File: src/sv/rsg_pkg.sv
// shared types, widths and helper functions of the rope spring gradient block
`default_nettype none
package rsg_pkg;

	localparam int MAX_VERTICES_DEF = 1024;
	localparam int PW   = 32;   // position field
	localparam int GW   = 35;   // signed stencil result
	localparam int MW   = 34;   // stencil magnitude, root, |d|
	localparam int SW   = 68;   // sum of squares
	localparam int KW   = 32;   // stiffness
	localparam int KDW  = 66;   // k * |d|
	localparam int PRW  = 100;  // multiplier product
	localparam int DENW = 50;   // divisor |g| << 16
	localparam int QW   = 47;   // quotient bits kept below saturation
	localparam int GRW  = 48;   // gradient
	localparam int VNW  = 10;   // vertex number

	localparam logic signed [GRW+2:0] POS_SAT = 51'sd140737488355327;
	localparam logic signed [GRW+2:0] NEG_SAT = -51'sd140737488355328;

	typedef struct packed {
		logic signed [PW-1:0] pos_x;
		logic signed [PW-1:0] pos_y;
		logic signed [PW-1:0] pos_z;
		logic signed [PW-1:0] rest_x;
		logic signed [PW-1:0] rest_y;
		logic signed [PW-1:0] rest_z;
		logic [KW-1:0]        element_stiffness;
		logic                 pinned;
		logic                 last_vertex;
	} in_t;

	typedef struct packed {
		logic signed [GRW-1:0] grad_x;
		logic signed [GRW-1:0] grad_y;
		logic signed [GRW-1:0] grad_z;
		logic [VNW-1:0]        vertex_number;
		logic                  vertex_pinned;
		logic                  end_of_rope;
	} out_t;

	function automatic logic [MW-1:0] mag(input logic signed [GW-1:0] v);
		logic signed [GW-1:0] a;
		a = v[GW-1] ? -v : v;
		return a[MW-1:0];
	endfunction

	function automatic logic signed [GRW-1:0] sat48(input logic signed [GRW+2:0] s);
		logic signed [GRW-1:0] r;
		if (s > POS_SAT) r = POS_SAT[GRW-1:0];
		else if (s < NEG_SAT) r = NEG_SAT[GRW-1:0];
		else r = s[GRW-1:0];
		return r;
	endfunction

	function automatic logic signed [GRW+2:0] ext51(input logic signed [GRW-1:0] v);
		return {{3{v[GRW-1]}}, v};
	endfunction

endpackage
`default_nettype wire

File: src/sv/rsg_sqrt.sv
// digit-by-digit integer square root, one root bit per cycle
`default_nettype none
module rsg_sqrt import rsg_pkg::*; (
	input  wire logic          clk,
	input  wire logic          arst_n,
	input  wire logic          start,
	input  wire logic [SW-1:0] s,
	output logic               done,
	output logic [MW-1:0]      root
);
	localparam int CW = $clog2(MW);
	localparam int RW = MW + 3;

	logic          busy_q, done_q;
	logic [CW-1:0] cnt_q;
	logic [SW-1:0] s_q;
	logic [RW-1:0] rem_q, remsh, trial;
	logic [MW-1:0] root_q;

	assign remsh = {rem_q[RW-3:0], s_q[SW-1:SW-2]};
	assign trial = {1'b0, root_q, 2'b01};

	always_ff @(posedge clk or negedge arst_n) begin
		if (!arst_n) begin
			busy_q <= 1'b0;
			done_q <= 1'b0;
			cnt_q  <= '0;
			s_q    <= '0;
			rem_q  <= '0;
			root_q <= '0;
		end else begin
			done_q <= 1'b0;
			if (start) begin
				busy_q <= 1'b1;
				cnt_q  <= '0;
				s_q    <= s;
				rem_q  <= '0;
				root_q <= '0;
			end else if (busy_q) begin
				s_q <= s_q << 2;
				if (remsh >= trial) begin
					rem_q  <= remsh - trial;
					root_q <= {root_q[MW-2:0], 1'b1};
				end else begin
					rem_q  <= remsh;
					root_q <= {root_q[MW-2:0], 1'b0};
				end
				cnt_q <= cnt_q + 1'b1;
				if (cnt_q == CW'(MW - 1)) begin
					busy_q <= 1'b0;
					done_q <= 1'b1;
				end
			end
		end
	end

	assign done = done_q;
	assign root = root_q;
endmodule
`default_nettype wire

File: config.mk
export PLATFORM = sky130hd
export DESIGN_NAME = rsg_sqrt
export DESIGN_NICKNAME = d
export VERILOG_FILES = /design/src/sv/rsg_pkg.sv /design/src/sv/rsg_sqrt.sv
export SDC_FILE = /design/constraint.sdc
export NUM_CORES = 1
export LEC_CHECK = 0
export BUFFER_PORTS_ARGS = -buffer_cell sky130_fd_sc_hd__buf_2
export CAP_MARGIN = 0
export CORE_UTILIZATION = 35
export DETAILED_ROUTE_END_ITERATION = 7
export GPL_ROUTABILITY_DRIVEN = 0
export PLACE_DENSITY_LB_ADDON = 0.12
export SLEW_MARGIN = 20
export SYNTH_ARGS = -nofsm -noshare
export SYNTH_HDL_FRONTEND = slang
export SYNTH_SLANG_ARGS = --single-unit
File: constraint.sdc
create_clock -name clk -period 2.8 [get_ports clk]
set_input_delay 0.7 -clock clk [delete_from_list [all_inputs] [get_ports clk]]
set_output_delay 0.7 -clock clk [all_outputs]
set_load 0.05 [all_outputs]
# --- Word level (Yosys, flattened, before mapping) ---
# Cells that the tools add are included.
word_totals:
  reg_bits: 145
  latch_bits: 0
  ramBits: 0
  mem_bits_ro: 0
  input_bits: 71
  n_memories: 0
classes:
  addsub: 2
  multipliers: 0
  div: 0
  magnitude_cmp: 1
  n_eq_ne: 1
  shifts: 0
  mux: 16
  bitwise_logic: 0
  n_reduce_logical: 1
ops:
  columns: ["cell", "count"]
  rows:
  - ["two-way mux 68 bit", 2]
  - ["two-way mux 35 bit", 3]
  - ["two-way mux 34 bit", 2]
  - [">= comparator 37 x 36 -> 1 bit", 1]
  - ["subtractor 35 bit", 1]
  - ["two-way mux 6 bit", 2]
  - ["two-way mux 1 bit", 7]
  - ["adder 6 x 1 -> 6 bit, second input constant", 1]
  - ["== test 6 bit, second input constant", 1]
  - ["nonzero test 2 bit", 1]

# --- Longest topological paths before layout ---
depth:
  ltp_word: 4
  depth_mapped: 12
  mapped_depth_nobuf: 10

# --- Least setup slack after synthesis ---
# Ideal clock, no wire load.
synth_timing:
  kind: "reg2reg"
  start: "register root_q[20], in the netlist root[20]"
  end: "register rem_q[25]"
  arrival_ps: 2899
  required_ps: 2704
  path_slack_ps: -195
  path_stages_with_launch: 12
  path_buffers: 1
  cell_sequence: "dfrtp_1 inv_1 ha_1 buf_2 nand2_1 nor4_2 and2b_1 o211ai_2 a311oi_4 nor2_4 or3b_1 a311oi_2"
synth_via:
  elab_chain_len: 4
synth_lines:
  columns: ["element", "line_no", "rtl"]
  rows:
  - ["from (decl)", "rsg_sqrt.sv:18", "logic [MW-1:0] root_q;"]
  - ["from (signal assigned)", "rsg_sqrt.sv:43", "root_q <= {root_q[MW-2:0], 1'b1};"]
  - ["from (signal assigned)", "rsg_sqrt.sv:46", "root_q <= {root_q[MW-2:0], 1'b0};"]
  - ["subtractor 35 bit / >= comparator 37 x 36 -> 1 bit (equally long branches)", "rsg_sqrt.sv:42, rsg_sqrt.sv:41", null]
  - ["two-way mux 35 bit *", "rsg_sqrt.sv:41", "if (remsh >= trial) begin"]
  - ["two-way mux 35 bit *", "rsg_sqrt.sv:39", "end else if (busy_q) begin"]
  - ["two-way mux 35 bit *", "rsg_sqrt.sv:33", "if (start) begin"]
  - ["to (signal assigned)", "rsg_sqrt.sv:42", "rem_q <= remsh - trial;"]
  - ["to (signal assigned)", "rsg_sqrt.sv:45", "rem_q <= remsh;"]
  - ["to (decl)", "rsg_sqrt.sv:17", "logic [RW-1:0] rem_q, remsh, trial;"]
# Every way passes the cells marked *; elsewhere a longest branch is shown, timed or not. The select of a mux whose other input is x is not followed.
# A chain may end at the register's enable or synchronous reset.

# --- Worst setup path after layout ---
layout_timing:
  start: "register root_q[23], in the netlist root[23]"
  end: "register rem_q[25]"
# The elaborated chain is that of the path after synthesis.

==> results.tsv <==
metric	value	unit
run status	finished clean	
number of DRC markers in iteration 0	458	
CP Data Required Time	3.13	ns
Routed Antenna Nets	0	
crit-path max FO	5	
Post-synth EDFFs	0	
most instantiated cells after synthesis	dfrtp_1, nand2_1, mux2i_1	
# IOs	106	
Avg Inst Size Synth	9.10	sq um
Placed Area	0.0103	sq mm
Synth area leader	dfrtp_1	
Final Non-Filler Cells	1470	
H-tree depth	4	
Crit Path Category	reg2reg	
share of layout cells above drive strength 1	0.313	
HPWL Detailed	15900	microns
max_slew headroom	0.680	
Power, Total	11.3	mW
# nets final	1247	
most numerous cell in the Yosys netlist	dfrtp_1	
Pre-antenna DRT Iters	4	
clock sinks	145	
Mapped Area	0.00860	sq mm
worst slack at placement	-0.134	ns
synthesized netlist cell count	945	
CTS tree	yes	
core area	0.0238	sq mm
crit end category	flip-flop	
maximum clock insertion buffer count	2	
final hold viol count	0	
fin crit share	0.993	
Routed WL per cell	15.4	microns
max-cap viol count	0	
total global routing overflow	0	
Yosys warnings	0	
setup TNS	0	ns
# fillers	2320	
fmax	360	MHz
Die ar.	0.0252	sq mm
n_diodes	0	
Hold Path Class	in2async	
P_leak	5.84	nW
row count	56	
Design Area, Final	0.0114	sq mm
Seq/Total Area, Yosys	0.422	
Via density	5.04	
Synth top area share	0.422	
post-synth cell types	61	
Synth area leaders	dfrtp_1, mux2i_1, nand2_1	
largest net degree at the start of global routing	82	
CP Data Arrival Time	3.11	ns
die height	159	microns
clk_lat worst skew	0.43	ns
peak supply drop	0.000470	V
CTS Buf Count	17	
Yosys reg bits	145	
Clock Skew	0.0104	ns
minimum hold slack	0.149	ns
vias in the first global route	7476	
Worst Setup Start Kind	flip-flop	
Final Setup Violations	0	
Post-CTS Hold Buffers	0	
min Tclk post-route	2.78	ns
final wirelength	22700	microns
first-pass GRT wire length	38400	microns
worst slew pin tran	0.476	ns
Placed Cells	1434	
RSZ-0062 raised after global routing	yes	
# DRC	0	
Setup WS post-layout	0.0188	ns
IO Port Bufs	105	
syn_nets	1054	
Post-synth ARST share	1.00	
final max-slew violation count	0	
Worst R2R Setup Slack	0.02	ns
synthesis-to-finish area growth	32.6	%
main flop type after synthesis	dfrtp_1	
Die W	159	microns
gr usage total	0.186	
Worst-path clk slew	0.06	ns
Initial Util	0.362	
Root Driver	clkbuf_16	
pwr/cell area	988	mW/mm^2
Post-Route Utilization	0.480	
Vias	7409	
initial antenna violation count	0	
logic make-up after synthesis:
family,after synthesis,share of synthesized area
muxes,100,0.116
adders and majority gates,38,0.0553
DFF,145,0.422
xor gates and xnor gates,27,0.0275
AOI/OAI and AO/OA,228,0.176
and+or+nand+nor,305,0.157
buffers and inverters,102,0.0461
final timing paths:
| kind | depth (start not counted) | from | end |
|---|---|---|---|
| setup / recovery | 12 | root[23]$_DFFE_PN0P_ | rem_q[25]$_DFFE_PN0P_ |
| hold / removal | 1 | arst_n | rem_q[11]$_DFFE_PN0P_ |
| setup reg to reg | 12 | root[23]$_DFFE_PN0P_ | rem_q[25]$_DFFE_PN0P_ |
| hold reg to reg | 1 | cnt_q[5]$_DFFE_PN0P_ | busy_q$_DFF_PN0_ |
| max in group asynchronous | 2 | arst_n | busy_q$_DFF_PN0_ |
| min in group clk | 3 | s[50] | s_q[50]$_DFFE_PN0P_ |
flip-flops by register name (all words and copies together) (netlist names):
name and count:
done 1, root 34, rem_q 35, busy_q 1
cnt_q 6, s_q 68
power breakdown:
group          leakage, nW  switching [mW]  internal, mW  total, mW
combinational         3.74            3.28          3.15       6.43
clock                0.273            1.02          1.21       2.23
sequential            1.82           0.206          2.39       2.60
cells in the final DEF, fill, tap and decap left out, types with 7 or more instances in the layout:
master	instances
a211oi_1	10
a21o_1	12
a21oi_1	30
a311oi_1	15
a311oi_2	11
buf_2	103
buf_4	113
clkbuf_16	17
dfrtp_1	118
dfrtp_2	26
ha_1	17
ha_4	18
inv_1	45
mux2i_1	100
nand2_1	142
nand2b_1	11
nand3_1	10
nand4_1	9
nor2_1	83
o211ai_1	7
o21ai_0	91
or3_1	7
xnor2_1	16
xor2_1	11
worst max-delay path: stages, from the launching register on:
cell	delay [ns]
dfrtp_2	0.40
inv_1	0.08
ha_4	0.28
nand2_2	0.09
nor4_4	0.30
and2b_1	0.18
o211ai_2	0.10
buf_4	0.16
a311oi_4	0.26
nor2_4	0.06
buf_6	0.14
or3b_1	0.38
a311oi_2	0.25
per-layer routing:
metal / global-route usage / routed length, microns
met2: 0.291 / 10200
met1: 0.262 / 11500
met5: 0 / 0
met4: 0.0512 / 293
met3: 0.0306 / 640
cell type report:
class	count	area, sq um	area share
sequential	145	3660	0.322
inverter	48	180	0.0158
timing repair buffer	228	1550	0.136
multi-input combinational	698	5030	0.441
clock buffer	19	453	0.0397
tap	319	399	0.0350
clock inverter	13	118	0.0103
what timing repair did:
item                                    CTS  global route
setup buffers                             0             4
resized for setup                        26            50
pin swaps                                 1            14
endpoints found under the setup margin   20            32
(Power assumes the default switching activity.)
