## src/sv/rsg_pkg.sv

```systemverilog
// shared types, widths and helper functions of the rope spring gradient block
`default_nettype none
package rsg_pkg;

	localparam int MAX_VERTICES_DEF = 1024;
	localparam int PW   = 32;   // position field
	localparam int GW   = 35;   // signed stencil result
	localparam int MW   = 34;   // stencil magnitude, root, |d|
	localparam int SW   = 68;   // sum of squares
	localparam int KW   = 32;   // stiffness
	localparam int KDW  = 66;   // k * |d|
	localparam int PRW  = 100;  // multiplier product
	localparam int DENW = 50;   // divisor |g| << 16
	localparam int QW   = 47;   // quotient bits kept below saturation
	localparam int GRW  = 48;   // gradient
	localparam int VNW  = 10;   // vertex number

	localparam logic signed [GRW+2:0] POS_SAT = 51'sd140737488355327;
	localparam logic signed [GRW+2:0] NEG_SAT = -51'sd140737488355328;

	typedef struct packed {
		logic signed [PW-1:0] pos_x;
		logic signed [PW-1:0] pos_y;
		logic signed [PW-1:0] pos_z;
		logic signed [PW-1:0] rest_x;
		logic signed [PW-1:0] rest_y;
		logic signed [PW-1:0] rest_z;
		logic [KW-1:0]        element_stiffness;
		logic                 pinned;
		logic                 last_vertex;
	} in_t;

	typedef struct packed {
		logic signed [GRW-1:0] grad_x;
		logic signed [GRW-1:0] grad_y;
		logic signed [GRW-1:0] grad_z;
		logic [VNW-1:0]        vertex_number;
		logic                  vertex_pinned;
		logic                  end_of_rope;
	} out_t;

	function automatic logic [MW-1:0] mag(input logic signed [GW-1:0] v);
		logic signed [GW-1:0] a;
		a = v[GW-1] ? -v : v;
		return a[MW-1:0];
	endfunction

	function automatic logic signed [GRW-1:0] sat48(input logic signed [GRW+2:0] s);
		logic signed [GRW-1:0] r;
		if (s > POS_SAT) r = POS_SAT[GRW-1:0];
		else if (s < NEG_SAT) r = NEG_SAT[GRW-1:0];
		else r = s[GRW-1:0];
		return r;
	endfunction

	function automatic logic signed [GRW+2:0] ext51(input logic signed [GRW-1:0] v);
		return {{3{v[GRW-1]}}, v};
	endfunction

endpackage
`default_nettype wire

```

## src/sv/rsg_mul.sv

```systemverilog
// shift-add multiplier with accumulate input, one multiplier bit per cycle
`default_nettype none
module rsg_mul import rsg_pkg::*; (
	input  wire logic           clk,
	input  wire logic           arst_n,
	input  wire logic           start,
	input  wire logic [KDW-1:0] a,
	input  wire logic [MW-1:0]  b,
	input  wire logic [PRW-1:0] acc,
	output logic                done,
	output logic [PRW-1:0]      p
);
	localparam int CW = $clog2(MW);

	logic           busy_q, done_q;
	logic [CW-1:0]  cnt_q;
	logic [PRW-1:0] a_q, p_q;
	logic [MW-1:0]  b_q;

	always_ff @(posedge clk or negedge arst_n) begin
		if (!arst_n) begin
			busy_q <= 1'b0;
			done_q <= 1'b0;
			cnt_q  <= '0;
			a_q    <= '0;
			b_q    <= '0;
			p_q    <= '0;
		end else begin
			done_q <= 1'b0;
			if (start) begin
				busy_q <= 1'b1;
				cnt_q  <= '0;
				a_q    <= PRW'(a);
				b_q    <= b;
				p_q    <= acc;
			end else if (busy_q) begin
				if (b_q[0]) p_q <= p_q + a_q;
				a_q   <= a_q << 1;
				b_q   <= b_q >> 1;
				cnt_q <= cnt_q + 1'b1;
				if (cnt_q == CW'(MW - 1)) begin
					busy_q <= 1'b0;
					done_q <= 1'b1;
				end
			end
		end
	end

	assign done = done_q;
	assign p    = p_q;
endmodule
`default_nettype wire

```

## config.mk

```make
export PLATFORM = sky130hd
export DESIGN_NAME = rsg_mul
export DESIGN_NICKNAME = d
export VERILOG_FILES = /design/src/sv/rsg_pkg.sv /design/src/sv/rsg_mul.sv
export SDC_FILE = /design/constraint.sdc
export NUM_CORES = 1
export LEC_CHECK = 0
export BUFFER_PORTS_ARGS = -buffer_cell sky130_fd_sc_hd__buf_4
export CAP_MARGIN = 40
export CORE_UTILIZATION = 55
export CTS_CLUSTER_DIAMETER = 120
export DETAILED_ROUTE_END_ITERATION = 12
export PLACE_DENSITY = 0.81
export SETUP_SLACK_MARGIN = 0.3
export SLEW_MARGIN = 0
export SYNTH_ARGS = -nofsm -noshare
export SYNTH_HDL_FRONTEND = slang
export SYNTH_SLANG_ARGS = --single-unit
```

## constraint.sdc

```tcl
create_clock -name clk -period 5.2 [get_ports clk]
set_input_delay 0.52 -clock clk [delete_from_list [all_inputs] [get_ports clk]]
set_output_delay 0.52 -clock clk [all_outputs]
set_load 0.01 [all_outputs]
```

# After elaboration in Yosys (flattened, before gate mapping)
# Index checks and enable logic that the tools add are counted.
[op_classes]
addsub = 2
n_eq_ne = 1
n_mux = 15
n_reduce_logical = 3
[ops]
columns = ["cell", "n"]
rows = [
  ["two-way mux 100 bit", 5],
  ["adder 100 bit", 1],
  ["two-way mux 34 bit", 2],
  ["two-way mux 6 bit", 2],
  ["adder 6 x 1 -> 6 bit, second input constant", 1],
  ["== test 6 bit, second input constant", 1],
  ["two-way mux 1 bit", 6],
  ["nonzero test 2 bit", 2],
  ["AND reduction 2 bit", 1],
]
[totals]
regBits = 242
inputBits = 203
output_inout_bits = 101
elab_cells = 27

# Depth between registers and ports, before layout
# Gate-level depths: netlist of run 1.
[depth]
ltp_word = 4
mapped_depth = 15
depth_no_buf = 15

# Worst setup path before layout of run 1
# Ideal clock, no wire load.
[synth_timing]
path_type = "flip-flop to flip-flop"
start = "register p_q[0] (netlist: p[0])"
end = "register p_q[96] (netlist: p[96])"
setup_time_ns = 0.125
arrival_ns = 3.250
t_required_ns = 5.075
setup_slack_ns = 1.825
stages_incl_launch_ff = 16
n_path_buf = 0
period_less_slack_ns = 3.375
cell_sequence = "dfrtp_1 -> ha_1 -> inv_1 -> fa_1 -> nor2b_1 -> o2111ai_1 -> a21oi_1 -> o2111a_1 -> o2111ai_1 -> a2111oi_0 -> a211oi_2 -> o21ai_1 -> a311oi_1 -> xnor2_1 -> o21ai_1 -> mux2_2"
[synth_between]
elab_chain_len = 4
[synth_lines]
columns = ["element", "line_no", "rtl"]
rows = [
  ["start, declared", "rsg_mul.sv:17", "logic [PRW-1:0] a_q, p_q;"],
  ["start signal, assigned", "rsg_mul.sv:37", "if (b_q[0]) p_q <= p_q + a_q;"],
  ["adder 100 bit", "rsg_mul.sv:37", ""],
  ["two-way mux 100 bit", "rsg_mul.sv:37", ""],
  ["two-way mux 100 bit", "rsg_mul.sv:36", "end else if (busy_q) begin"],
  ["two-way mux 100 bit", "rsg_mul.sv:30", "if (start) begin"],
]
# Every way passes these cells. The select of a mux whose other input is x is not followed.
# A chain may end at the register's enable or synchronous reset.

# Final worst setup path of run 1
[layout_timing]
start = "register p_q[0] (netlist: p[0])"
end = "register p_q[94] (netlist: p[94])"
# The elaborated chain is that of the path after synthesis.

==> impl_results.md, run 1 <==
* Status: finished, violations left
* Failing checks: hold timing
* Slowest library cell on the worst path: o21ai_1
* Leak pwr at between 10 and 15 nW
* Register area at between 0.006 and 0.007 sq mm
* TritonCTS clock tree: built
* Share of layout cells above drive strength 1 at between 10% and 20%
* CTS root buffer: clkbuf_16
* Clock sink count at 242
* IO Pins at a little over 300
* Primary FF master, synth: dfrtp_1
* R2R Setup Slk at 1.22 ns
* Post-DR wirelength/cell at between 15 and 20 microns
* Post-synth ARST share at 100%
* Final period util at 76.5%
* CTS resizes at 0
* Post-Syn Instances at 2022
* Critical Path Start Type: register
* Most frequent cells in the layout: buf_4 (310), nand2_1 (303), dfrtp_1 (241), o21ai_0 (224), a21oi_1 (194)
* Residual DRC at 0
* WHS at -0.0143 ns
* Critical path cell sequence: ha_1 > inv_1 > fa_1 > nor2b_1 > o2111ai_1 > a211oi_1 > o31ai_1 > a21oi_1 > nor2_1 > o21ai_1 > a21oi_1 > o21ai_1 > a31oi_1 > xor2_1 > o221ai_1
* Post-synthesis sequential area ratio at a little over a third
* Slew margin rel. at 41.8%
* PwrDens at 339 mW/mm^2
* Area of the multi-input gates at around 0.010 sq mm
* First-pass GRT wire length at ~78000 microns
* Vias per cell at ~6.0
* CP Max Fanout at 5
* CTS H-tree lvls at 1
* Vias in the first global route at ~15000
* Die height at 178 microns
* XOR/XNOR Fraction of Synth Area at about 5.0%
* First-pass iteration count of the detailed router at 6
* Combinational share of power at approximately 38%
* Final hold viol count at 25
* Least-Margin Pin Slew at 0.874 ns
* Vias at around 16000
* RePlAce Congestion at 0.953
* Dpl hpwl at 36800 microns
* R2r endpoint: p[94]
* Hold Path Class: in2async
* Net switching power figure at 0.00252 W
* Fin crit period at 3.98 ns
* GR Overflow Total at 0
* Clock Power Share at 29.1%
* Synth Area in Simple Gates at 15.6%
* Row count at 63
* Largest family of logic cells by synthesized area: compound AO/OA/AOI/OAI gates
* Number of routed nets with antenna violations at 0
* Largest stage delay, worst path at 0.44 ns
* Final setup viols at 0
* Die Wd at 178 microns
* Clock Latency Late Sink at 0.55 ns
* Post-synthesis cell area at about 0.017 sq mm
* CP required at 5.60 ns
* Max-cap violations at 0
* Fin nets at between 2000 and 3000
* RR Startpoint: p[0]
* CTS Buffer Depth at 3
* Clk pin slew, worst setup/hold paths at 0.06 ns
* Total Routed Length at approximately 49000 microns
* P_int at 0.00439 W
* Hold Buf Count CTS at 0
* Most common cell after layout, fill and taps aside: buf_4
* Initial DRC Count at 1122
* Filler instances at 2449
* Worst Clk Skew at 0.00895 ns
* Post-CTS Setup Inserts at 0
* Util after Layout at 68.0%
* RSZ-0062 raised after global routing: no
* R2r worst-path depth at 15
* Worst IR drop on VDD at approximately 280 uV
* Synthesized flop and latch total at approximately 240
* Fmax at 251 MHz
* Overall power at 0.00690 W
* Setup Crit Path Kind: reg2reg
* Die Area at 0.0315 sq mm
* Switch share at 36.4%
* Compound-Gate Fraction of Synth Area at between 20% and 30%
* Gr usage total at a little under a third
* Initial antenna violation count at 1
* Syn Area/Cell at 8.38 sq um
* Initial Util at 56.6%
* Yosys warnings at 0
* Synth Area in Adders at 7.58%
* Core area at 0.0300 sq mm
* I/O Buffers at 303
* CP Capture Type: register
* Fin Setup TNS at 0 ns
* Syn Nets at around 2300
* Fin. max-slew vios at 0
* Crit path DAT at 4.37 ns
* Largest net degree at the start of global routing at 187
* Cts bufs inserted at 27
* Flop pwr share at 33.3%
* Mux cell area share after synthesis at 9.76%
* Area Growth Syn to Fin at 20.3%
* Post-synth EDFFs at 0
* Yosys cell types at 68
-- cell usage after synthesis (45+ instances only) --
library cell	instances	area, sq um
a21o_1	56	420
a21oi_1	194	971
clkbuf_1	107	402
dfrtp_1	242	6060
ha_1	101	1260
mux2i_1	146	1460
nand2_1	304	1140
nor2_1	167	627
o21ai_0	224	1120
o21ai_1	45	225
xnor2_1	47	412
xor2_1	50	438
-- critical path, delay by kind of cell, from the launching register on --
kind,cells,cell delay (ns)
buf+inv,1,0.07
simple gates,2,0.30
compound gates,9,2.32
flops,1,0.39
fa+ha+maj,2,0.59
xor+xnor,1,0.14
-- power groups by stage --
| stage | clock network [W] | registers (W) | logic (W) |
|---|---|---|---|
| global placement | 0 | 0.00231 | 0.00250 |
| floorplan | 0 | 0.00233 | 0.00164 |
| CTS | 0.00204 | 0.00230 | 0.00256 |
| detailed placement | 0 | 0.00233 | 0.00254 |
| global route | 0.00212 | 0.00232 | 0.00285 |
| finish | 0.00201 | 0.00230 | 0.00260 |
-- kinds of logic after synthesis --
group / after synthesis
fa+ha+maj: 102
mux: 163
flops: 242
simple gates: 614
buf+inv: 153
xor+xnor: 97
compound gates: 651
-- metal layers --
metal / vias up / share of wire, % / global-route usage [%]
met5: - / 0 / 0
met4: 0 / 3.6 / 11.3
met3: 114 / 7.5 / 6.04
met2: 618 / 46 / 50.3
met1: 7452 / 43 / 39.9
li1: 7668 / - / -
-- per-stage QoR --
stage | std cells | hold WS (ns) | instance area (sq um) | setup slack [ns]
after floorplan | 2022 | 0.224 | 16900 | 1.82
after global placement | 2603 | 0.469 | 19300 | 1.41
after detailed placement | 2607 | 0.487 | 19400 | 1.29
after CTS | 2657 | 0.00606 | 20400 | 1.26
after global routing | 2657 | 0.0416 | 20400 | 0.889
final | 2658 | -0.0143 | 20400 | 1.22
-- registers in the layout, indices dropped and copies added, names as in the netlist --
| signal | cells |
|---|---|
| p | 100 |
| busy_q | 1 |
| cnt_q | 6 |
| a_q | 100 |
| b_q | 34 |
| done | 1 |
-- area by class of cell --
class | count | share of cell area (%)
clock inverters | 13 | 0.860
clock buffers | 37 | 3.70
repair buffers | 317 | 12.1
well taps | 390 | 2.39
diodes | 1 | 0.0123
flip-flops and latches | 242 | 29.7
inverters | 31 | 0.571
multi-input cells | 1627 | 50.6
-- worst max-delay path by stage --
stage	slack, ns	endpoint	cells after the start	from
2_1_floorplan	1.82	p[96]	15	p[0]
3_3_place_gp	1.41	p[70]	15	p[0]
3_5_place_dp	1.29	p[96]	15	p[0]
4_1_cts	1.26	p[96]	15	p[0]
5_1_grt	0.89	p[94]	15	p[0]
6_report	1.22	p[94]	15	p[0]
Power figures use the tool's default switching activity.
==> run 2, diff against run 1 <==
--- a/config.mk
+++ b/config.mk
@@ -7,10 +7,10 @@
 export LEC_CHECK = 0
 export BUFFER_PORTS_ARGS = -buffer_cell sky130_fd_sc_hd__buf_4
 export CAP_MARGIN = 40
-export CORE_UTILIZATION = 55
+export CORE_UTILIZATION = 52
 export CTS_CLUSTER_DIAMETER = 120
 export DETAILED_ROUTE_END_ITERATION = 12
-export PLACE_DENSITY = 0.81
+export PLACE_DENSITY = 0.8
 export SETUP_SLACK_MARGIN = 0.3
 export SLEW_MARGIN = 0
 export SYNTH_ARGS = -nofsm -noshare
==> constraint.sdc (replaced) <==
create_clock -name clk -period 3.45 [get_ports clk]
set_input_delay 0.345 -clock clk [delete_from_list [all_inputs] [get_ports clk]]
set_output_delay 0.345 -clock clk [all_outputs]
set_load 0.01 [all_outputs]
==> impl_results.md, run 2 (synthesis gave the netlist of run 1 again) <==
* Status: finished, violations left
* Failing checks: hold timing, setup timing
* Crit path buf inv count at 0
* Final period util at 100%
* Fin nets at roughly 2800
* Row count at 65
* WHS at -0.00293 ns
* Die Area at ~0.033 sq mm
* Finished Layout Cells at 2973
* Combinational share of power at about 45%
* Worst IR drop on VDD at 422 uV
* Vias at ~18000
* RePlAce Congestion at 0.978
* Clock Latency Late Sink at 0.57 ns
* Post-DR wirelength/cell at 19.3 microns
* GR Overflow Total at 0
* Critical path's top delay family: compound AO/OA/AOI/OAI gates
* P_int at 0.00732 W
* Clk pin slew, worst setup/hold paths at 0.06 ns
* RR Startpoint: a_q[18]
* Critical path depth in cells at 13
* Cts bufs inserted at 27
* Worst setup margin at -0.0163 ns
* Initial antenna violation count at 1
* Hold Path Class: in2reg
* Switch share at 37.8%
* Largest net degree at the start of global routing at just over 200
* CP Capture Type: register
* Final hold viol count at 1
* CTS root buffer: clkbuf_16
* Leak pwr at 11.8 nW
* TritonCTS clock tree: built
* Least-Margin Pin Slew at 0.935 ns
* CP required at ~3.9 ns
* Critical Path Source: a_q[18]
* Core area at 0.0318 sq mm
* IO Pins at 304
* Critical Path Start Type: register
* Fin crit period at approximately 3.5 ns
* Slew margin rel. at 37.7%
* Setup Crit Path Kind: reg2reg
* Most frequent cells in the layout: buf_4 (437), nand2_1 (301), dfrtp_1 (236), o21ai_0 (203), a21oi_1 (164)
* Hold path start: b[8]
* Final instance area at about 0.024 sq mm
* I/O Buffers at between 300 and 400
* First-pass iteration count of the detailed router at 6
* Net switching power figure at 0.00445 W
* First-pass GRT wire length at 87200 microns
* Residual DRC at 0
* Vias per cell at 5.94
* Die height at 182 microns
* CP Max Fanout at 4
* PwrDens at 487 mW/mm^2
* Die Wd at 182 microns
* Placed cell area at around 0.020 sq mm
* R2r worst-path depth at 13
* Number of routed nets with antenna violations at 0
* Dpl hpwl at 37800 microns
* CTS H-tree lvls at 1
* Final setup viols at 1
* Largest stage delay, worst path at between 0.4 and 0.5 ns
* Hold Path Depth at 3
* Placed cells at 2739
* Area Growth Syn to Fin at 42.6%
* Total Routed Length at ~57000 microns
* Gr usage total at 32.2%
* Filler instances at 2088
* Initial DRC Count at 1394
* RSZ-0062 raised after global routing: yes
* Share of layout cells above drive strength 1 at 28.1%
* Fmax at 288 MHz
* Clock sink count at 242
* Worst Clk Skew at 0.0154 ns
* Initial Util at between 50% and 60%
* Most common cell after layout, fill and taps aside: buf_4
* Clock Power Share at 25.4%
* Flop pwr share at 30.0%
* Fin. max-slew vios at 0
* CTS Buffer Depth at 3
* Cell mode on critical path: o221ai_2
* Vias in the first global route at 17400
* Slowest library cell on the worst path: or4_4
* Crit path DAT at 3.89 ns
* Critical path cell sequence: ha_4 > a211oi_4 > nor2_2 > or4_4 > and3_4 > a311oi_4 > o21a_4 > o211ai_4 > a21oi_4 > o221ai_2 > a221oi_2 > xnor2_1 > o221ai_2
* Overall power at around 0.012 W
* Max-cap violations at 0
[run 2: cell types whose count changed in the layout (fill, tap and decap cells not counted), moves of 29 or more]
| cell | delta |
|---|---|
| ha_1 | -36 |
| dlygate4sd3_1 | +121 |
| buf_4 | +127 |
| a21oi_1 | -30 |
| ha_4 | +29 |
[run 2: final timing paths]
kind,to,slack (ns)
setup / recovery,p[89],-0.02
hold / removal,b_q[8],-0.003
setup reg to reg,p[89],-0.02
hold reg to reg,busy_q,0.50
max in group asynchronous,p[3],2.17
min in group asynchronous,p[50],0.43
[run 2: final cells by class]
| type | count | area [sq um] | share of cell area, % |
|---|---|---|---|
| clock buffer | 38 | 767 | 3.18 |
| tap | 435 | 544 | 2.25 |
| multi-input combinational | 1627 | 11600 | 48.1 |
| inverter | 31 | 116 | 0.482 |
| antenna | 1 | 2.50 | 0.0104 |
| timing repair buffer | 589 | 4910 | 20.3 |
| clock inverter | 10 | 129 | 0.534 |
| sequential | 242 | 6070 | 25.1 |
[run 2: per-layer routing]
metal	share of wire (%)	routed length, microns	global-route usage (%)	up-vias
met5	0	0	0	-
met4	4.3	2460	12.9	0
met3	6.3	3650	4.71	200
met2	49	28300	55.8	774
met1	40	23100	40.3	8496
li1	-	-	-	8197
[run 2: through the flow]
step | utilization, % | TNS (ns) | setup WS (ns)
after floorplan | - | 0 | 0.239
after global placement | 63.5 | -0.0909 | -0.0455
after detailed placement | 63.6 | -1.06 | -0.163
after CTS | 72.5 | 0 | 0.0665
after global routing | 76.0 | -0.524 | -0.105
final | 76.0 | -0.0163 | -0.0163
[run 2: worst min-delay path: stages]
cell and delay, ns:
buf_4 0.08, nand2_1 0.04, o21ai_0 0.06
[run 2: timing repair]
action	CTS	global route
hold buffers	121	0
setup buffers	28	36
resized for setup	96	160
pin swaps	44	86
setup endpoints to repair	54	62
hold endpoints to repair	214	0
[run 2: power groups by stage]
| stage | clock (W) | sequential, W | combinational [W] |
|---|---|---|---|
| 6_report | 0.00299 | 0.00353 | 0.00526 |
| 5_1_grt | 0.00313 | 0.00356 | 0.00565 |
| 4_1_cts | 0.00300 | 0.00348 | 0.00456 |
| 3_5_place_dp | 0 | 0.00352 | 0.00414 |
| 3_3_place_gp | 0 | 0.00350 | 0.00408 |
| 2_1_floorplan | 0 | 0.00352 | 0.00250 |
