**src/sv/rsg_pkg.sv**
```systemverilog
// shared types, widths and helper functions of the rope spring gradient block
`default_nettype none
package rsg_pkg;

	localparam int MAX_VERTICES_DEF = 1024;
	localparam int PW   = 32;   // position field
	localparam int GW   = 35;   // signed stencil result
	localparam int MW   = 34;   // stencil magnitude, root, |d|
	localparam int SW   = 68;   // sum of squares
	localparam int KW   = 32;   // stiffness
	localparam int KDW  = 66;   // k * |d|
	localparam int PRW  = 100;  // multiplier product
	localparam int DENW = 50;   // divisor |g| << 16
	localparam int QW   = 47;   // quotient bits kept below saturation
	localparam int GRW  = 48;   // gradient
	localparam int VNW  = 10;   // vertex number

	localparam logic signed [GRW+2:0] POS_SAT = 51'sd140737488355327;
	localparam logic signed [GRW+2:0] NEG_SAT = -51'sd140737488355328;

	typedef struct packed {
		logic signed [PW-1:0] pos_x;
		logic signed [PW-1:0] pos_y;
		logic signed [PW-1:0] pos_z;
		logic signed [PW-1:0] rest_x;
		logic signed [PW-1:0] rest_y;
		logic signed [PW-1:0] rest_z;
		logic [KW-1:0]        element_stiffness;
		logic                 pinned;
		logic                 last_vertex;
	} in_t;

	typedef struct packed {
		logic signed [GRW-1:0] grad_x;
		logic signed [GRW-1:0] grad_y;
		logic signed [GRW-1:0] grad_z;
		logic [VNW-1:0]        vertex_number;
		logic                  vertex_pinned;
		logic                  end_of_rope;
	} out_t;

	function automatic logic [MW-1:0] mag(input logic signed [GW-1:0] v);
		logic signed [GW-1:0] a;
		a = v[GW-1] ? -v : v;
		return a[MW-1:0];
	endfunction

	function automatic logic signed [GRW-1:0] sat48(input logic signed [GRW+2:0] s);
		logic signed [GRW-1:0] r;
		if (s > POS_SAT) r = POS_SAT[GRW-1:0];
		else if (s < NEG_SAT) r = NEG_SAT[GRW-1:0];
		else r = s[GRW-1:0];
		return r;
	endfunction

	function automatic logic signed [GRW+2:0] ext51(input logic signed [GRW-1:0] v);
		return {{3{v[GRW-1]}}, v};
	endfunction

endpackage
`default_nettype wire

```
**src/sv/rsg_div.sv**
```systemverilog
// restoring divider, one quotient bit per cycle, flags quotients past the gradient range
`default_nettype none
module rsg_div import rsg_pkg::*; (
	input  wire logic            clk,
	input  wire logic            arst_n,
	input  wire logic            start,
	input  wire logic [PRW-1:0]  num,
	input  wire logic [DENW-1:0] den,
	output logic                 done,
	output logic [QW-1:0]        q,
	output logic                 over
);
	localparam int CW = $clog2(PRW);

	logic            busy_q, done_q, over_q;
	logic [CW-1:0]   cnt_q;
	logic [PRW-1:0]  n_q;
	logic [DENW-1:0] den_q;
	logic [DENW:0]   rem_q, remsh;
	logic [QW-1:0]   q_q;
	logic            bit_set;

	assign remsh   = {rem_q[DENW-1:0], n_q[PRW-1]};
	assign bit_set = remsh >= {1'b0, den_q};

	always_ff @(posedge clk or negedge arst_n) begin
		if (!arst_n) begin
			busy_q <= 1'b0;
			done_q <= 1'b0;
			over_q <= 1'b0;
			cnt_q  <= '0;
			n_q    <= '0;
			den_q  <= '0;
			rem_q  <= '0;
			q_q    <= '0;
		end else begin
			done_q <= 1'b0;
			if (start) begin
				busy_q <= 1'b1;
				over_q <= 1'b0;
				cnt_q  <= '0;
				n_q    <= num;
				den_q  <= den;
				rem_q  <= '0;
				q_q    <= '0;
			end else if (busy_q) begin
				n_q   <= n_q << 1;
				rem_q <= bit_set ? remsh - {1'b0, den_q} : remsh;
				q_q   <= {q_q[QW-2:0], bit_set};
				if (bit_set && cnt_q < CW'(PRW - QW)) over_q <= 1'b1;
				cnt_q <= cnt_q + 1'b1;
				if (cnt_q == CW'(PRW - 1)) begin
					busy_q <= 1'b0;
					done_q <= 1'b1;
				end
			end
		end
	end

	assign done = done_q;
	assign q    = q_q;
	assign over = over_q;
endmodule
`default_nettype wire

```
**config.mk**
```make
export PLATFORM = sky130hd
export DESIGN_NAME = rsg_div
export DESIGN_NICKNAME = d
export VERILOG_FILES = /design/src/sv/rsg_pkg.sv /design/src/sv/rsg_div.sv
export SDC_FILE = /design/constraint.sdc
export NUM_CORES = 1
export LEC_CHECK = 0
export ABC_AREA = 1
export BUFFER_PORTS_ARGS = -buffer_cell sky130_fd_sc_hd__clkbuf_2
export CORE_UTILIZATION = 40
export DETAILED_ROUTE_END_ITERATION = 10
export HOLD_SLACK_MARGIN = 0.06
export PLACE_DENSITY = 0.57
export SYNTH_ARGS = -nofsm -noshare
export SYNTH_HDL_FRONTEND = slang
export SYNTH_SLANG_ARGS = --single-unit
```
**constraint.sdc**
```tcl
create_clock -name clk -period 2.6 [get_ports clk]
set_input_delay 0.13 -clock clk [delete_from_list [all_inputs] [get_ports clk]]
set_output_delay 0.13 -clock clk [all_outputs]
set_load 0.1 [all_outputs]
```
Word-level counts from Yosys, hierarchy flattened
Index checks and enable logic that the tools add are counted.
- $add $sub $neg: 2
- multiply operators: 0
- divide/modulo/power cells: 0
- magnitude comparators: 2
- eq/ne operators: 1
- shifts and indexed selects: 0
- multiplexer cells: 18
- bitwise operators: 0
- reduce and logical (&&, ||, !) cells: 4
- operators with widths (kind ; count):
    $mux W100 ; 2
    $mux W50 ; 3
    $mux W47 ; 2
    $ge A51 B50 Y1 ; 1
    $sub A50 B50 Y50 ; 1
    $mux W7 ; 2
    $mux W1 ; 9
    $add A7 B1 Y7 const B ; 1
    $eq A7 B7 Y1 const B ; 1
    $lt A7 B6 Y1 const B ; 1
    $reduce_bool A2 Y1 ; 2
    $reduce_and A2 Y1 ; 1
    $logic_and A1 B1 Y1 ; 1
- register bits after elaboration: 257
- latch bits: 0
- RAM bits: 0
- memory bits (read-only): 0
- output and inout bits: 49
- memories: 0

Logic depth before layout (Yosys ltp)
Gate-level depths: netlist (run 1).
- word-level depth: 5
- gate-level depth with buffers: 18
- mapped depth without buffers: 18

Worst setup path after synthesis (run 1)
No wires, ideal clock.
- kind: register to register
- start: register rem_q[25]
- end: register over_q, in the netlist over
- setup time: 0.131 ns
- arrival: 1.956 ns
- slack: 0.513 ns
- stages on the path, launching flop included: 14
- path buffers: 2
- path through: dfrtp_1 ha_1 nand2_1 inv_2 a21oi_1 nand2_1 nand2_1 nand2_1 a21oi_2 nand3_2 buf_6 buf_6 a21oi_1 nor2_1
- cells in the longest elaborated chain, start to end: 4
- ends and longest elaborated chain (element ; line ; text):
    start: declaration ; rsg_div.sv:19 ; logic [DENW:0] rem_q, remsh;
    start signal: assignment ; rsg_div.sv:48 ; rem_q <= bit_set ? remsh - {1'b0, den_q} : remsh;
    $ge A51 B50 Y1 ; rsg_div.sv:24 ; assign bit_set = remsh >= {1'b0, den_q};
    $logic_and A1 B1 Y1 ; rsg_div.sv:50 ; if (bit_set && cnt_q < CW'(PRW - QW)) over_q <= 1'b1;
    $reduce_bool A2 Y1 (no source line) ; -- ;
    $reduce_and A2 Y1 (no source line) ; -- ;
    end signal: assignment ; rsg_div.sv:30 ; over_q <= 1'b0;
    end signal: assignment ; rsg_div.sv:40 ; over_q <= 1'b0;
    end signal: assignment ; rsg_div.sv:50 ;
    end: declaration ; rsg_div.sv:15 ; logic busy_q, done_q, over_q;
Every way passes these cells.
A chain may end at the register's enable or synchronous reset.

Worst setup path in the final report (run 1)
- start: register den_q[0]
- end: register rem_q[46]
- cells in the longest elaborated chain, start to end: 4
- elaborated cells between the ends (all ways): 5
- ends and longest elaborated chain (element ; line ; text):
    start: declaration ; rsg_div.sv:18 ; logic [DENW-1:0] den_q;
    start signal: assignment ; rsg_div.sv:43 ; den_q <= den;
    $sub A50 B50 Y50 or $ge A51 B50 Y1 (tied branches) ; rsg_div.sv:48, rsg_div.sv:24 ;
    $mux W50 (*) ; rsg_div.sv:48 ;
    $mux W50 (*) ; rsg_div.sv:46 ; end else if (busy_q) begin
    $mux W50 (*) ; rsg_div.sv:38 ; if (start) begin
Mark *: on every way between the ends. The rest lies on a longest branch, timed or not. The select of a mux whose other input is x is not followed.

==> flow_metrics.py, run 1 <==
metrics = {
    "run_status": {
        "status": "finished, final reports clean",
    },
    "drt": {
        "drt-total-wl_mm": 45.79,
        "wire_per_inst_um": 15.55,
        "num_vias": 14610,
        "antenna_left": 0,
        "drcViolationCount": 0,
        "via_per_inst": 4.960,
        "drt_pass1_iterations": 6,
        "first_iter_violations": 865,
    },
    "clock_network": {
        "clk_pin_slew_worst_paths_ps": 60,
        "clockRootBuffer": "clkbuf_16",
        "cts_sinks": 257,
        "cts_buffers": 29,
        "clock_latency_ps": 590,
        "cts_tree": "yes",
        "clk_path_buf_depth": 3,
        "h-tree-depth": 1,
    },
    "sta": {
        "max_slew_margin_pct": 56.32,
        "fin_setup_tns_ps": 0,
        "setup_viol": 0,
        "setup_ws_ps": 152.2,
        "hold_violations": 0,
        "max_freq_mhz": 408.5,
        "worst_pin_slew_ps": 655.2,
        "hold_ws_ps": 289.9,
        "slew_viol_final": 0,
        "layout_min_cycle_time_ps": 2448,
        "period_share_pct": 94.14,
        "skew_ps": 33.44,
    },
    "global_route": {
        "met3_usage_pct": 3.627,
        "grt_pass1_wl_mm": 75.58,
        "grt_pass1_vias": 14810,
        "use_met2_pct": 40.62,
        "gr-usage-met1_pct": 32.43,
        "globalRouteTotalUtil_pct": 24.24,
        "grt.busiest_layer": "met2",
        "grt_max_degree": 147,
        "antenna_found_initial": 0,
        "grt-ovfl-total": 0,
    },
    "pwr": {
        "vdd_drop_max_mv": 0.4819,
        "power_mw": 17.03,
        "powerDensity_nw_per_um2": 855.9,
        "leakagePower_nw": 10.50,
    },
    "synth": {
        "postSynthNetCount": 2276,
        "avgSynthCellArea_um2": 7.251,
        "ys_ff_latch": 257,
        "yosysSeqAreaShare_pct": 42.83,
        "ys_types": 34,
        "synth_warnings": 0,
        "yosysTopAreaCell": "dfrtp_1",
        "yosysMostFrequentCell": "nand2_1",
        "synth.cell_area_um2": 15020,
        "synth-main-ff-cell": "dfrtp_1",
        "synth-edff-count": 0,
        "synth_common_cells": "663 x nand2_1, 402 x inv_1, 257 x dfrtp_1",
        "ys_top_cells_by_area": "dfrtp_1 43%, nand2_1 17%, inv_1 10%, o221ai_1 5.8%, ha_1 4.2%",
        "syn_inst": 2071,
        "async_reset_ff_share_pct": 100.0,
        "synth_top_area_share_pct": 42.83,
    },
    "cells_and_area": {
        "layout-drive-gt1-share_pct": 14.13,
        "finalNetCount": 2660,
        "fin_util_pct": 54.11,
        "num_antenna_cells": 0,
        "fillers": 3589,
        "area.growth.synth_to_final_pct": 32.54,
        "stdcell_area_um2": 19900,
        "finalNonFillerCells": 2945,
    },
    "worst_setup_path": {
        "max_stage_delay_ps": 410,
        "critPathSlowestCell": "fa_1",
        "cp.arrival_ps": 2930,
        "reg2reg_slack_ps": 150,
        "cp_common_cell": "nand2_1",
        "worstSetupPathType": "flop to flop",
        "required_ps": 3090,
        "cp_max_fo": 4,
        "start_kind": "flop",
        "path_cells": "ha_1, fa_1, inv_1, nand3_1, nand3_2, nand2_1, nand2_1, nand2_1, nand2_1, nand2_1, nand4_1, nand3_1, nand2_1, nand2_1",
        "path_delay_family": "simple AND/OR/NAND/NOR gates",
        "crit_buf_inv": 1,
        "critPathCaptureType": "flop",
    },
    "place": {
        "routabilityCongestion": 0.9765,
        "place_area_um2": 16720,
        "io_buffer_count": 201,
        "dp.cells": 2700,
        "dpl.hpwl_mm": 32.28,
        "dp_worst_setup_slack_ps": 74.15,
    },
    "floorplan": {
        "start_util_pct": 40.82,
        "io_pins": 202,
        "die_y_um": 195.8,
        "die_width_um": 195.8,
        "die-area_um2": 38320,
        "core.rowCount": 70,
        "coreArea_um2": 36790,
    },
    "worst_hold_path": {
        "hold_class": "input pin to flop",
    },
    "job": {
        "maxCapViolCount": 0,
    },
}
## area by class of cell
cell class | count | area (µm²) | share of cell area [%]
clock buffer | 37 | 815.8 | 4.099
multi-input combinational | 1317 | 6928 | 34.81
inverter | 417 | 1570 | 7.890
tap | 468 | 585.6 | 2.942
clock inverter | 16 | 226.5 | 1.138
sequential | 257 | 6431 | 32.31
timing repair buffer | 433 | 3346 | 16.81
## registers in the layout, indices dropped and copies added (netlist names)
signal and flops:
over 1, cnt_q 7, den_q 50, q 47, done 1, rem_q 50
busy_q 1, n_q 100
## kinds of logic (layout without fill, tap and decap cells)
logic type      after synthesis  after routing  synth area share [%]
xor+xnor                     24             24                 1.400
buf+inv                     497            903                 12.56
flops                       257            257                 42.83
simple gates                942            942                 25.60
fa+ha+maj                    52             52                 4.383
compound gates              299            299                 13.23
## worst min-delay path, cell delays in order
cell           delay, ps
dlygate4sd3_1        520
clkbuf_2             100
nand2_1               40
o21ai_0               50
## metal layers
metal / routed length, µm / vias up
met3: 1996 / 80
met5: 0 / -
met4: 1364 / 0
met1: 21010 / 6829
li1: - / 7371
met2: 21420 / 328
## power breakdown
group / switching, mW / leakage, nW / total (mW) / internal, mW
registers: 0.322 / 3.26 / 4.85 / 4.53
logic: 4.89 / 6.72 / 7.75 / 2.86
clock network: 1.72 / 0.519 / 4.44 / 2.71
## cells in the final DEF, fill, tap and decap left out, types with 54 or more instances in the layout
cell             n
clkbuf_2       199
dfrtp_1        257
dlygate4sd3_1  191
a21oi_1         54
nor2_1          91
nand3_1        103
o221ai_1        99
nand2_1        662
inv_1          401
o21ai_0         74
## worst paths after layout
kind	startpoint	end	depth (start not counted)
setup reg to reg	den_q[0]	rem_q[46]	14
min in group asynchronous	arst_n	rem_q[10]	3
setup / recovery	den_q[0]	rem_q[46]	14
hold reg to reg	q[46]	q[46]	2
max in group asynchronous	arst_n	rem_q[12]	4
hold / removal	den[31]	den_q[31]	4
## what timing repair did
| action | CTS | global route |
|---|---|---|
| hold buffers | 191 | 0 |
| setup endpoints to repair | 0 | 38 |
| endpoints found under the hold margin | 408 | 0 |
| gates resized for setup | 0 | 40 |
| setup buffers | 0 | 1 |
Power figures use the tool's default switching activity.
==> inputs of run 2 (changes only) <==
Settings changed: BUFFER_PORTS_ARGS -buffer_cell sky130_fd_sc_hd__clkbuf_2 to -buffer_cell sky130_fd_sc_hd__buf_4.
==> flow_metrics.py, run 2 (same netlist as run 1, synthesis figures left out) <==
metrics = {
    "cells_and_area": {
        "area.growth.synth_to_final_pct": 31.96,
        "layout-drive-gt1-share_pct": 13.93,
        "regMostFlops": "n_q",
        "reg_top3": "n_q x100, den_q x50, rem_q x50",
        "largest_reg_flops": 100,
        "finalNetCount": 2626,
        "mostFrequentLayoutCell": "nand2_1",
        "layout_common_cells": "658 x nand2_1, 401 x inv_1, 257 x dfrtp_1",
    },
    "worst_setup_path": {
        "path_cells": "ha_1, nand2_1, nor2_1, and2_1, o21ai_0, nand3_1, nand2_1, nand3_1, nand3_1, nand2_1, nand2_1",
        "required_ps": 3040,
        "reg2reg_slack_ps": 150,
        "critPathCaptureType": "flop",
        "cp.arrival_ps": 2890,
        "worstSetupPathType": "flop to flop",
        "cp_common_cell": "nand2_1",
        "max_stage_delay_ps": 400,
        "critPathSlowestCell": "dfrtp_1",
        "start_kind": "flop",
        "cp_max_fo": 4,
    },
    "drt": {
        "drcViolationCount": 0,
        "drt_pass1_iterations": 6,
        "antenna_left": 0,
        "wire_per_inst_um": 15.74,
        "drt-total-wl_mm": 45.81,
        "num_vias": 14400,
        "first_iter_violations": 751,
        "via_per_inst": 4.946,
    },
    "floorplan": {
        "die-area_um2": 38320,
        "core.rowCount": 70,
        "coreArea_um2": 36790,
        "io_pins": 202,
        "die_width_um": 195.8,
        "start_util_pct": 40.82,
        "die_y_um": 195.8,
    },
    "sta": {
        "hold_violations": 0,
        "max_freq_mhz": 408.3,
        "rsz0062_at_grt": "yes",
        "worst_pin_slew_ps": 974.5,
        "hold_ws_ps": 104.5,
        "slew_viol_final": 0,
        "skew_ps": 17.41,
        "layout_min_cycle_time_ps": 2449,
        "setup_ws_ps": 150.8,
        "period_share_pct": 94.20,
        "max_slew_margin_pct": 35.03,
        "setup_viol": 0,
    },
    "global_route": {
        "grt_pass1_wl_mm": 74.66,
        "grt_pass1_vias": 14450,
        "antenna_found_initial": 2,
        "globalRouteTotalUtil_pct": 24.07,
        "grt_max_degree": 108,
        "grt-ovfl-total": 0,
    },
    "clock_network": {
        "cts_buffers": 29,
        "cts_tree": "yes",
        "clk_path_buf_depth": 3,
        "h-tree-depth": 1,
        "cts_sinks": 257,
        "clockRootBuffer": "clkbuf_16",
        "clk_pin_slew_worst_paths_ps": 70,
        "clock_latency_ps": 560,
    },
    "worst_hold_path": {
        "hold_class": "input pin to flop",
    },
    "place": {
        "io_buffer_count": 201,
        "dp_worst_setup_slack_ps": 10.76,
        "routabilityCongestion": 0.9525,
        "dpl.hpwl_mm": 33.53,
    },
    "pwr": {
        "powerDensity_nw_per_um2": 831.3,
        "internal_power_mw": 9.634,
        "vdd_drop_max_mv": 0.3788,
        "switchingPower_mw": 6.839,
        "leakagePower_nw": 10.43,
        "p_seq_share_pct": 29.4,
        "clockPowerShare_pct": 23.5,
        "power_mw": 16.47,
        "swShare_pct": 41.51,
        "pwr-share-comb_pct": 47.1,
    },
    "job": {
        "maxCapViolCount": 0,
    },
    "run_status": {
        "status": "finished, final reports clean",
    },
}
-- run 2: cell count changes in the layout (fill, tap and decap cells not counted), sizes merged, moves of 2 or more --
cell,before,now
clkbuf,236,42
buf,43,248
dlygate4sd3,191,151
bufinv,5,1
diode,0,3
inv,419,417
-- run 2: final cells by class --
type,count,area (µm²)
diodes,3,7.507
clock buffers,42,814.5
clock inverters,8,65.06
fillers,3613,16970
inverters,417,1570
multi-input cells,1317,6863
flip-flops and latches,257,6431
well taps,468,585.6
repair buffers,399,3480
-- run 2: critical path: cells and delay by family (launching register included) --
family                     cells  cell delay (ps)
and+or+nand+nor                9             1430
DFF                            1              400
adders and majority gates      1              360
AOI/OAI and AO/OA              1              130
-- run 2: power groups by stage --
| stage | combinational, mW | clock, mW | sequential, mW |
|---|---|---|---|
| after global placement | 7.32 | 0 | 4.88 |
| after detailed placement | 7.33 | 0 | 4.90 |
| after global routing | 8.73 | 4.13 | 4.91 |
| after floorplan | 4.91 | 0 | 4.96 |
| final | 7.76 | 3.86 | 4.85 |
| after CTS | 7.55 | 3.98 | 4.83 |
-- run 2: timing repair --
| action | 4_1_cts | 5_1_grt |
|---|---|---|
| gates resized for setup | 0 | 33 |
| setup endpoints to repair | 0 | 52 |
| hold buffers | 151 | 0 |
| hold endpoints to repair | 257 | 0 |
| buffers inserted | 0 | 4 |
-- run 2: routing by layer --
layer	vias to the layer above	part of all wire (%)	GRT usage, %
met5	-	0	0
met4	0	2.8	7.494
met3	80	4.2	3.318
met2	308	47	40.60
met1	6716	46	32.01
li1	7293	-	-
-- run 2: worst paths after layout --
kind	startpoint	endpoint	cells past startpoint
hold / removal	start	rem_q[0]	5
setup / recovery	rem_q[17]	rem_q[37]	11
max in group asynchronous	arst_n	n_q[2]	3
hold reg to reg	den_q[0]	den_q[0]	2
min in group asynchronous	arst_n	den_q[16]	2
setup reg to reg	rem_q[17]	rem_q[37]	11
-- run 2: stage by stage --
step	std cells	cell area, µm²	setup TNS, ps	util, %
floorplan	2071	15020	0	-
global route	2910	19810	-123.1	53.86
detailed placement	2703	17230	0	46.84
global placement	2703	17230	-21.24	46.84
finish	2911	19820	0	53.87
CTS	2904	19620	0	53.34
==> inputs of run 3 (changes only) <==
Settings changed: PLACE_DENSITY 0.57 to 0.68, SETUP_SLACK_MARGIN set to 0.3.
==> flow_metrics.py, run 3 (same netlist as run 1, synthesis figures left out) <==
metrics = {
    "run_status": {
        "status": "finished, final reports clean",
    },
    "cells_and_area": {
        "finalNetCount": 2676,
        "mostFrequentLayoutCell": "nand2_1",
        "largest_reg_flops": 100,
        "num_antenna_cells": 0,
        "layout_common_cells": "594 x nand2_1, 381 x inv_1, 273 x buf_4",
        "area.growth.synth_to_final_pct": 43.89,
        "reg_top3": "n_q x100, den_q x50, rem_q x50",
        "layout-drive-gt1-share_pct": 23.43,
        "regMostFlops": "n_q",
    },
    "floorplan": {
        "coreArea_um2": 36790,
        "die_width_um": 195.8,
        "die-area_um2": 38320,
        "core.rowCount": 70,
        "io_pins": 202,
        "start_util_pct": 40.82,
        "die_y_um": 195.8,
    },
    "clock_network": {
        "clockRootBuffer": "clkbuf_16",
        "h-tree-depth": 1,
        "clk_pin_slew_worst_paths_ps": 60,
        "cts_buffers": 30,
        "clock_latency_ps": 600,
        "cts_tree": "yes",
        "cts_sinks": 257,
        "clk_path_buf_depth": 3,
    },
    "place": {
        "io_buffer_count": 201,
        "dpl.hpwl_mm": 32.89,
        "routabilityCongestion": 0.9865,
    },
    "sta": {
        "setup_viol": 0,
        "skew_ps": 32.40,
        "max_freq_mhz": 426.9,
        "fin_setup_tns_ps": 0,
        "rsz0062_at_grt": "yes",
        "max_slew_margin_pct": 45.16,
        "slew_viol_final": 0,
        "hold_violations": 0,
        "layout_min_cycle_time_ps": 2342,
        "worst_pin_slew_ps": 822.6,
        "period_share_pct": 90.09,
    },
    "worst_setup_path": {
        "cp_max_fo": 6,
        "cp.arrival_ps": 2850,
        "endpoint": "rem_q[4]",
        "crit_start": "rem_q[23]",
        "path_cells": "ha_4, nand2_2, nand2_2, a21oi_2, buf_4, nand2_4, nand2_2, nand2_2, a21oi_4, nand3_4, buf_12, buf_12, nand2_4, nand2_2, o21bai_1",
        "r2r-end": "rem_q[4]",
        "reg2reg_slack_ps": 260,
        "cp_common_cell": "nand2_2",
        "worstSetupPathType": "flop to flop",
        "ff2ff_path_depth": 15,
        "required_ps": 3100,
        "r2r_start": "rem_q[23]",
        "start_kind": "flop",
        "critPathCaptureType": "flop",
        "max_stage_delay_ps": 420,
        "critPathSlowestCell": "dfrtp_1",
    },
    "pwr": {
        "leakagePower_nw": 10.96,
        "power_mw": 19.27,
        "vdd_drop_max_mv": 0.6272,
        "powerDensity_nw_per_um2": 892.0,
    },
    "drt": {
        "drt-total-wl_mm": 49.41,
        "num_vias": 15160,
        "first_iter_violations": 870,
        "wire_per_inst_um": 16.69,
        "via_per_inst": 5.120,
        "drt_pass1_iterations": 5,
        "drcViolationCount": 0,
        "antenna_left": 0,
    },
    "worst_hold_path": {
        "hold_class": "input pin to asynchronous set/reset pin",
    },
    "job": {
        "maxCapViolCount": 0,
    },
    "global_route": {
        "grt_pass1_vias": 15040,
        "grt_max_degree": 203,
        "grt-ovfl-total": 0,
        "globalRouteTotalUtil_pct": 25.12,
        "grt_pass1_wl_mm": 77.67,
        "antenna_found_initial": 0,
    },
}
## run 3: cell count changes in the layout (fill, tap and decap cells not counted), sizes merged
| cell | change |
|---|---|
| buf | +42 |
| bufinv | +1 |
| clkbuf | +8 |
| clkinv | -1 |
| diode | -3 |
| dlygate4sd3 | +1 |
| inv | +1 |
## run 3: power by group
part | switching [mW] | internal [mW]
Sequential | 0.428 | 4.53
Clock | 1.72 | 2.41
Combinational | 5.87 | 4.30
Total | 8.02 | 11.3
## run 3: final cells by class
| class | instances | area [µm²] |
|---|---|---|
| Clock inverter | 9 | 123.9 |
| Fill cell | 3239 | 15180 |
| Multi-Input combinational cell | 1317 | 8030 |
| Clock buffer | 44 | 833.3 |
| Timing Repair Buffer | 448 | 4030 |
| Tap cell | 468 | 585.6 |
| Sequential cell | 257 | 6435 |
| Inverter | 417 | 1570 |
## run 3: layer usage
layer  routed length (µm)  up-vias  track usage [%]
li1                     -     7400                -
met1                21570     7249            33.01
met2                23760      417            42.57
met3                 2791       90            4.728
met4                 1291        0            6.366
met5                    0        -                0
## run 3: worst min-delay path by stage
stage          cells past startpoint        end
4_1_cts                            2   rem_q[8]
2_1_floorplan                      0     busy_q
5_1_grt                            2  den_q[21]
3_5_place_dp                       1  den_q[20]
3_3_place_gp                       1  den_q[19]
6_report                           2  den_q[21]
## run 3: what timing repair did
| item | CTS | global route |
|---|---|---|
| cloned | 0 | 6 |
| pin swaps | 3 | 66 |
| hold endpoints to repair | 416 | 0 |
| buffers inserted | 9 | 33 |
| hold buffers | 152 | 0 |
| setup endpoints to repair | 52 | 52 |
| gates resized for setup | 74 | 208 |
## run 3: critical path: cells and delay by family, from the launching register on
family,cells,cell delay (ps)
AND/OR/NAND/NOR,8,550
flip-flops,1,420
adder cells (fa/ha/maj),1,270
buffers and inverters,3,470
AO/OA/AOI/OAI,3,560
## run 3: stage by stage
step / utilization (%) / hold WS [ps] / std cells / setup WS, ps / instance area [µm²]
after floorplan: - / -165.6 / 2071 / 512.9 / 15020
final: 58.74 / 94.12 / 2960 / 257.6 / 21610
after global placement: 46.96 / 112.6 / 2707 / 42.88 / 17270
after CTS: 55.06 / 95.60 / 2921 / 272.0 / 20250
after global routing: 58.74 / 132.1 / 2960 / 173.5 / 21610
after detailed placement: 46.96 / 116.1 / 2707 / 28.05 / 17270
